File: src/rtl/core/fec_pkg.sv
// Shared constants and types for the fill encoding chooser.
// No dependencies; every other file of the block imports this package.
package fec_pkg;

    localparam int unsigned MAX_PERIOD_DEF  = 256;
    localparam int unsigned COUNT_WIDTH_DEF = 32;

    // Width of the size and run count result fields.
    localparam int unsigned SIZE_W = 32;

    // Header bytes in front of a run-length or pattern payload, and the
    // bytes that one run costs in the run-length form.
    localparam int unsigned HDR_BYTES = 4;
    localparam int unsigned RUN_BYTES = 5;

    // Period flags are searched in groups of this many per pipeline stage.
    localparam int unsigned GROUP_SIZE = 16;

    localparam logic [1:0] ENC_RAW     = 2'd0;
    localparam logic [1:0] ENC_ZERO    = 2'd1;
    localparam logic [1:0] ENC_RLE     = 2'd2;
    localparam logic [1:0] ENC_PATTERN = 2'd3;

    // Control that the front end hands to every period cell.
    typedef struct packed {
        logic upd;   // item counted: update flag and phase
        logic clr;   // last item taken: return to the empty state
    } t_cell_ctl;

    // Summary flags of a finished payload.
    typedef struct packed {
        logic any_nz;  // some byte was nonzero
        logic sat;     // length counter saturated
    } t_flags;

endpackage

File: src/rtl/core/fec_pick.sv
// Result pipeline: snapshot of a finished payload, grouped search for the
// shortest period, cost comparison and the output register. Depends on fec_pkg.
module fec_pick #(
    parameter int unsigned MAX_PERIOD  = fec_pkg::MAX_PERIOD_DEF,
    parameter int unsigned COUNT_WIDTH = fec_pkg::COUNT_WIDTH_DEF,
    parameter int unsigned PERIOD_W    = 9
) (
    input  logic                       i_clk,
    input  logic                       i_rst_n,
    input  logic                       i_load,
    input  logic [MAX_PERIOD-1:0]      i_qual,
    input  logic [COUNT_WIDTH-1:0]     i_len,
    input  logic [COUNT_WIDTH-1:0]     i_runs,
    input  fec_pkg::t_flags            i_flags,
    output logic                       o_ready,
    output logic                       o_valid,
    input  logic                       i_out_ready,
    output logic [1:0]                 o_enc,
    output logic [fec_pkg::SIZE_W-1:0] o_size,
    output logic [PERIOD_W-1:0]        o_period,
    output logic [fec_pkg::SIZE_W-1:0] o_runs,
    output logic                       o_too_long
);
    import fec_pkg::*;

    localparam int unsigned NG  = (MAX_PERIOD + GROUP_SIZE - 1) / GROUP_SIZE;
    localparam int unsigned QW  = NG * GROUP_SIZE;
    localparam int unsigned GIW = $clog2(GROUP_SIZE);
    localparam int unsigned BW  = COUNT_WIDTH + 3;

    // Stage 1: snapshot.
    logic                   r_s1v;
    logic [QW-1:0]          r_s1_qual;
    logic [COUNT_WIDTH-1:0] r_s1_len;
    logic [COUNT_WIDTH-1:0] r_s1_runs;
    t_flags                 r_s1_flags;

    // Stage 2: group search and run-length decision.
    logic                   r_s2v;
    logic [NG-1:0]          r_s2_gf;
    logic [GIW-1:0]         r_s2_gi [NG];
    logic [BW-1:0]          r_s2_best;
    logic [1:0]             r_s2_enc;
    logic [COUNT_WIDTH-1:0] r_s2_runs;
    logic                   r_s2_pat_ok;
    logic                   r_s2_sat;

    // Output register.
    logic                   r_ov;
    logic [1:0]             r_o_enc;
    logic [SIZE_W-1:0]      r_o_size;
    logic [PERIOD_W-1:0]    r_o_period;
    logic [SIZE_W-1:0]      r_o_runs;
    logic                   r_o_too_long;

    logic out_free;
    logic s2_free;
    logic s1_free;

    logic [NG-1:0]  n_s2_gf;
    logic [GIW-1:0] n_s2_gi [NG];
    logic [BW-1:0]  rle_cost;
    logic           rle_ok;
    logic [BW-1:0]  n_s2_best;
    logic [1:0]     n_s2_enc;

    logic                pfound;
    logic [PERIOD_W-1:0] pper;
    logic [BW-1:0]       pat_cost;
    logic                take_pat;

    assign out_free = !r_ov || i_out_ready;
    assign s2_free  = !r_s2v || out_free;
    assign s1_free  = !r_s1v || s2_free;
    assign o_ready  = s1_free;

    always_comb begin
        for (int g = 0; g < NG; g++) begin
            n_s2_gf[g] = 1'b0;
            n_s2_gi[g] = '0;
            for (int j = GROUP_SIZE - 1; j >= 0; j--) begin
                if (r_s1_qual[g * GROUP_SIZE + j]) begin
                    n_s2_gf[g] = 1'b1;
                    n_s2_gi[g] = GIW'(j);
                end
            end
        end
    end

    // Five bytes a run, formed as four times the runs plus the runs.
    always_comb begin
        rle_cost = BW'({r_s1_runs, 2'b00}) + BW'(r_s1_runs) + BW'(HDR_BYTES);
        rle_ok   = !r_s1_flags.sat && (rle_cost < BW'(r_s1_len));
        if (!r_s1_flags.any_nz) begin
            n_s2_enc  = ENC_ZERO;
            n_s2_best = '0;
        end else if (rle_ok) begin
            n_s2_enc  = ENC_RLE;
            n_s2_best = rle_cost;
        end else begin
            n_s2_enc  = ENC_RAW;
            n_s2_best = BW'(r_s1_len);
        end
    end

    always_comb begin
        pfound = 1'b0;
        pper   = '0;
        for (int g = NG - 1; g >= 0; g--) begin
            if (r_s2_gf[g]) begin
                pfound = 1'b1;
                pper   = PERIOD_W'(g * GROUP_SIZE) + PERIOD_W'(r_s2_gi[g]) + PERIOD_W'(1);
            end
        end
        pat_cost = BW'(pper) + BW'(HDR_BYTES);
        take_pat = r_s2_pat_ok && pfound && (pat_cost < r_s2_best);
    end

    always_ff @(posedge i_clk) begin
        if (s1_free && i_load) begin
            r_s1_qual  <= QW'(i_qual);
            r_s1_len   <= i_len;
            r_s1_runs  <= i_runs;
            r_s1_flags <= i_flags;
        end
        if (s2_free && r_s1v) begin
            r_s2_gf     <= n_s2_gf;
            r_s2_gi     <= n_s2_gi;
            r_s2_best   <= n_s2_best;
            r_s2_enc    <= n_s2_enc;
            r_s2_runs   <= r_s1_runs;
            r_s2_pat_ok <= r_s1_flags.any_nz && !r_s1_flags.sat;
            r_s2_sat    <= r_s1_flags.sat;
        end
        if (out_free && r_s2v) begin
            r_o_enc      <= take_pat ? ENC_PATTERN : r_s2_enc;
            r_o_size     <= SIZE_W'(take_pat ? pat_cost : r_s2_best);
            r_o_period   <= take_pat ? pper : '0;
            r_o_runs     <= (!take_pat && (r_s2_enc == ENC_RLE)) ? SIZE_W'(r_s2_runs) : '0;
            r_o_too_long <= r_s2_sat;
        end
    end

    always_ff @(posedge i_clk) begin
        if (!i_rst_n) begin
            r_s1v <= 1'b0;
            r_s2v <= 1'b0;
            r_ov  <= 1'b0;
        end else begin
            if (s1_free) begin
                r_s1v <= i_load;
            end
            if (s2_free) begin
                r_s2v <= r_s1v;
            end
            if (out_free) begin
                r_ov <= r_s2v;
            end
        end
    end

    assign o_valid    = r_ov;
    assign o_enc      = r_o_enc;
    assign o_size     = r_o_size;
    assign o_period   = r_o_period;
    assign o_runs     = r_o_runs;
    assign o_too_long = r_o_too_long;

    a_zero_empty: assert property (@(posedge i_clk) disable iff (!i_rst_n)
        r_ov && (r_o_enc == ENC_ZERO) |-> (r_o_size == '0) && (r_o_period == '0)
            && (r_o_runs == '0))
        else $error("zero result carries a size, period or run count");

    a_pattern_period: assert property (@(posedge i_clk) disable iff (!i_rst_n)
        r_ov && (r_o_enc == ENC_PATTERN) |-> (r_o_period != '0) && !r_o_too_long)
        else $error("pattern result without a period or after saturation");

    a_sat_raw: assert property (@(posedge i_clk) disable iff (!i_rst_n)
        r_ov && r_o_too_long |-> (r_o_enc == ENC_RAW) || (r_o_enc == ENC_ZERO))
        else $error("saturated length gave a compressed encoding");

    a_stall_keeps: assert property (@(posedge i_clk) disable iff (!i_rst_n)
        r_ov && !i_out_ready |=> r_ov)
        else $error("stalled result was dropped");

    a_full_blocks: assert property (@(posedge i_clk) disable iff (!i_rst_n)
        r_s1v && r_s2v && r_ov && !i_out_ready |-> !o_ready)
        else $error("input taken with every result stage full");

endmodule

File: config.mk
export PLATFORM = sky130hd
export DESIGN_NAME = fec_pick
export DESIGN_NICKNAME = d
export VERILOG_FILES = /design/src/rtl/core/fec_pkg.sv /design/src/rtl/core/fec_pick.sv
export SDC_FILE = /design/constraint.sdc
export NUM_CORES = 1
export LEC_CHECK = 0
export BUFFER_PORTS_ARGS = -buffer_cell sky130_fd_sc_hd__buf_2
export CAP_MARGIN = 20
export CORE_ASPECT_RATIO = 0.75
export CORE_MARGIN = 5
export CORE_UTILIZATION = 61
export DETAILED_ROUTE_END_ITERATION = 6
export GPL_TIMING_DRIVEN = 0
export PLACE_DENSITY = 0.85
export SETUP_SLACK_MARGIN = 0.15
export SLEW_MARGIN = 5
export SYNTH_ARGS = -nofsm -noshare
export SYNTH_HDL_FRONTEND = slang
export SYNTH_SLANG_ARGS = --single-unit
File: constraint.sdc
create_clock -name i_clk -period 55.2 [get_ports i_clk]
set_input_delay 8.28 -clock i_clk [delete_from_list [all_inputs] [get_ports i_clk]]
set_output_delay 8.28 -clock i_clk [all_outputs]
set_load 0.05 [all_outputs]
**Yosys cells after proc, flatten, opt, wreduce, memory -nomap -nowiden**

Index checks and enable logic that the tools add are counted.

- Register bits after elaboration: 552
- Input bits: 326
- Output and inout bits: 78
- Logic and storage cells: 508

- $add $sub $neg: 34
- $lt $le $gt $ge: 2
- Equality and inequality tests: 1
- Mux-type cells: 291
- Reduce and logical (&&, ||, !) cells: 81

Operators with widths:

| operator | count |
|---|---|
| two-way mux 4 bit | 128 |
| OR reduction 15 bit | 16 |
| two-way mux 3 bit | 64 |
| two-way mux 9 bit | 16 |
| OR reduction 8 bit | 16 |
| adder 8 x 4 -> 9 bit (first input constant) | 8 |
| adder 9 x 1 -> 9 bit (second input constant) | 8 |
| two-way mux 2 bit | 33 |
| two-way mux 32 bit | 2 |
| OR reduction 4 bit | 16 |
| two-way mux 1 bit | 48 |
| adder 8 x 1 -> 9 bit (second input constant) | 4 |
| adder 34 x 32 -> 35 bit | 1 |
| adder 35 x 3 -> 35 bit (second input constant) | 1 |
| less-than comparator 10 x 35 -> 1 bit | 1 |
| less-than comparator 35 x 32 -> 1 bit | 1 |
| adder 7 x 4 -> 8 bit (first input constant) | 4 |
| OR reduction 2 bit | 16 |
| adder 7 x 1 -> 8 bit (second input constant) | 2 |
| adder 6 x 4 -> 7 bit (first input constant) | 2 |
| adder 9 x 3 -> 10 bit (second input constant) | 1 |
| logical AND 1 bit | 8 |
| adder 6 x 1 -> 7 bit (second input constant) | 1 |
| adder 5 x 4 -> 6 bit (first input constant) | 1 |
| other kinds (5) | 11 |

**Logic depth before layout (Yosys ltp)**

- Depth after elaboration: 23
- Mapped depth: 25
- Mapped depth without buffers: 23

**Worst setup path before layout**

Ideal clock, no wire load.

- Kind: input port to flip-flop
- Start: input port i_out_ready
- End: register r_s1_flags[0] in the netlist's numbering (enable)
- Arrival time: 24.312 ns
- Setup slack: 29.689 ns
- Stages on the path: 2
- Path buffers: 0
- Path through: nor2b_1 -> a31oi_1

- Word-level cells in the longest chain between the ends: 4

RTL lines:

| item | RTL line | RTL |
|---|---|---|
| start: declaration | fec_pick.sv:17 | `input logic i_out_ready,` |
| logical OR 1 bit | fec_pick.sv:72 | `assign out_free = !r_ov \|\| i_out_ready;` |
| logical OR 1 bit | fec_pick.sv:73 | `assign s2_free = !r_s2v \|\| out_free;` |
| logical OR 1 bit | fec_pick.sv:74 | `assign s1_free = !r_s1v \|\| s2_free;` |
| logical AND 1 bit | fec_pick.sv:120 | `if (s1_free && i_load) begin` |
| end signal: assignment | fec_pick.sv:124 | `r_s1_flags <= i_flags;` |
| end: declaration | fec_pick.sv:36 | `t_flags r_s1_flags;` |

Every way passes these cells.
A chain may end at the register's enable or synchronous reset.

**Final worst setup path**

- Start: input port i_out_ready
- End: output port o_ready

- Word-level cells in the longest chain between the ends: 3

RTL lines:

| item | RTL line | RTL |
|---|---|---|
| logical OR 1 bit | fec_pick.sv:72 |  |
| logical OR 1 bit | fec_pick.sv:73 |  |
| logical OR 1 bit | fec_pick.sv:74 |  |
| end: declaration | fec_pick.sv:15 | `output logic o_ready,` |

Every way passes these cells.

==> flow_summary_export.csv <==
group,metric,value,unit
cells_and_area,final-seq-area,16550,µm²
cells_and_area,fillerInstances,2517,
grt,grt_max_degree,32,
pwr,p_int,0.0007626,W
critical_path,timing_worst_setup_path_type,"in -> out",
pwr,seqPwrFrac,50.3,%
cells_and_area,final_layout_size_suffix_gt1_share,23.26,%
cts,clk_pin_slew,0.06,ns
pwr,switching_power,0.0002551,W
cells_and_area,layout-area-overhead-vs-synth,19.52,%
route,routed_via_density,5.884,
pwr,clock_power_share,35.5,%
synthesis,async_reset_ff_share,0,%
sta,finalMaxSlewViolations,0,
synthesis,synth_top_area_share,65.50,%
sta,finalHoldViolCount,0,
floorplan,dieWidth,244.6,µm
cts,cts_sinks,552,
route,drt_iter0_drc,1596,
cells_and_area,final_cell_mix,"549 x edfxtp_1, 410 x buf_2, 179 x nor2_1",
sta,timing.final.crit_share,32.04,%
synthesis,synth_xor_area_share,1.879,%
critical_path,start_kind,"input port",
cts,numCtsBuffers,51,
floorplan,coreArea,40760,µm²
synthesis,synth_top_cell_by_area,"edfxtp_1",
synthesis,synth_warnings,0,
floorplan,io_pins,404,
pwr,ir_drop,0.02662,mV
synthesis,ys_seq_area_share,65.74,%
min_path,worst_hold_path.num_cells,0,
cts,h-tree-depth,2,
job,cap_violations,0,
floorplan,die_area,45470,µm²
sta,max_freq,56.54,MHz
grt,antenna_found_initial,5,
cts,cts_tree,"done",
sta,timing.hold.ws,0.4212,ns
route,drt_wl_total,60.40,mm
critical_path,reg2reg_to,"r_s2_best[31]$_SDFFCE_PN0P_",
route,drc,0,
min_path,hold_path.class,"reg -> reg",
sta,finalWorstSetupSlack,37.51,ns
pwr,leakagePower,11.99,nW
synthesis,yosys-top-cells-area,"edfxtp_1 65%, ha_1 5.9%, nor2_1 2.7%, a21oi_1 2.4%, inv_1 2.1%",
grt,grt_pass1_vias,17540,
cts,cts_buffer_depth,3,
grt,gr-usage-all-layers,25.69,%
critical_path,r2r_cells,22,
grt,grt_pass1_wl,92.20,mm
synthesis,synth_edf_count,549,
critical_path,r2r-start,"r_s1_runs[1]$_DFFE_PP_",
outcome,status,"finished clean",
critical_path,crit_required,46.92,ns
sta,rsz0062_at_grt,"false",
cts,post_cts_buffers,0,
floorplan,num_rows,64,
pwr,switching_share,25.07,%
sta,worstMarginPinSlew,0.9483,ns
cts,cts_hold_buf,0,
route,dr.pass1.iters,6,
cts,root_buffer,"clkbuf_16",
critical_path,reg2reg_slack,49.62,ns
sta,maxSlewHeadroom,36.29,%
synthesis,yosys.area_share.adder,5.995,%
synthesis,synth_mux_area_share,1.412,%
synthesis,synthCells,1890,
critical_path,cp_max_fo,6,
placed_design,pre_cts_slack,37.48,ns
synthesis,ys_ff_latch,552,
sta,tns,0,ns
synthesis,synth-compound-area-share,11.06,%
pwr,p_per_area,33.83,nW/µm²
placed_design,gp_congestion,0.9507,
synthesis,synth_simple_gate_area_share,10.92,%
sta,setup_viol,0,
cells_and_area,final_core_util,73.81,%
placed_design,dpl.hpwl,45.57,mm
floorplan,fp.dieH,185.9,µm
synthesis,synth_area,25170,µm²
critical_path,crit_arrival,9.41,ns
route,wl_per_cell,20.51,µm
sta,period_needed,17.69,ns
cells_and_area,final_common_cell,"edfxtp_1",
grt,grt.overflow.total,0,
min_path,min_from,"r_s2_sat$_DFFE_PP_",
cells_and_area,layout.nets,2815,
route,drtAntennaViolNets,0,
synthesis,avgSynthCellArea,13.32,µm²
cells_and_area,multi_input_area,7918,µm²
synthesis,ys.flop_type,"edfxtp_1",
sta,finalClockSkew,0.02121,ns
min_path,min_to,"o_too_long$_DFFE_PP_",
placed_design,portBuffers,403,
pwr,combPwrFrac,14.2,%
route,num_vias,17330,
cts,cts_resized,0,
cts,clk_latency,0.58,ns
synthesis,synth_top_family_by_area,"compound AO/OA/AOI/OAI gates",
critical_path,cp-end-kind,"primary output",
floorplan,start_util,61.75,%
synthesis,yosysUniqueCellTypes,87,
[registers in the layout (all words and copies together) (netlist names)]
register,count
r_s1_runs,32
r_s1_flags,2
o_too_long,1
r_s1v,1
r_s2_best,35
r_s2_enc,2
o_size,32
r_s1_len,32
r_s2_sat,1
o_enc,2
r_s2_gi,64
r_s2_gf,16
o_period,9
r_s2_runs,32
o_valid,1
r_s2_pat_ok,1
o_runs,32
r_s2v,1
r_s1_qual,256
[metal layers]
metal	track usage (%)	wire, µm	vias to the layer above
met2	42.78	28880	759
met5	0	27	-
li1	-	-	8135
met1	33.55	23810	8290
met4	9.758	2392	4
met3	5.929	5280	141
[worst max-delay path by stage]
stage                            from                 endpoint  slack, ns  cells past startpoint
after floorplan           i_out_ready  r_s1_flags[0]$_DFFE_PP_      29.69                      2
after global placement    i_out_ready  r_s1_qual[29]$_DFFE_PP_      24.48                      3
after global routing      i_out_ready                  o_ready      37.46                      4
after detailed placement  i_out_ready                  o_ready      37.48                      4
final                     i_out_ready                  o_ready      37.51                      4
after CTS                 i_out_ready                  o_ready      37.51                      4
[cell type report]
class / count / share of cell area (%)
buffer: 30 / 0.7154
inverter: 143 / 1.784
timing repair buffer: 423 / 8.160
clock buffer: 64 / 4.504
sequential: 552 / 55.00
antenna: 5 / 0.04159
multi-input combinational: 1168 / 26.32
clock inverter: 32 / 1.277
tap: 528 / 2.196
[cells by family after synthesis]
kind of cell | Yosys count
simple gates | 557
mux | 35
xor+xnor | 54
flops | 552
compound gates | 398
other cells | 1
fa+ha+maj | 120
buf+inv | 173
[through the flow]
stage,total power [W],area [µm²],std cells
after floorplan,0.0006216,25180,1893
after global placement,0.0006628,27860,2824
after detailed placement,0.0006613,28330,2844
after CTS,0.001022,30070,2940
after global routing,0.001061,30080,2943
final,0.001018,30080,2945
[worst max-delay path, stage by stage]
cell,delay [ns]
buf_2,0.10
nor2b_1,0.58
nand3_1,0.19
buf_2,0.25
[synthesized netlist by cell type (all sizes together), types with 7 or more instances]
library cell,instances
o21ai,40
and3,7
mux2i,31
xnor2,28
o211ai,13
o221ai,8
inv,142
nor3,63
a31oi,9
edfxtp,549
a21oi,123
a21boi,20
o21a,7
nand2,84
nand4,21
nor4,45
a211oi,36
a21o,19
o31ai,18
nor2,185
a2111oi,8
clkbuf,12
nand3,58
nor2b,13
buf,18
and2,58
o21bai,51
xor2,26
ha,119
[power by group through the flow]
stage	clock [W]	combinational [W]	sequential (W)
6_report	0.000362	0.000144	0.000512
2_1_floorplan	0	0.0000941	0.000528
3_5_place_dp	0	0.000141	0.000520
5_1_grt	0.000388	0.000160	0.000514
3_3_place_gp	0	0.000131	0.000532
4_1_cts	0.000368	0.000143	0.000511
(Power assumes the default switching activity.)
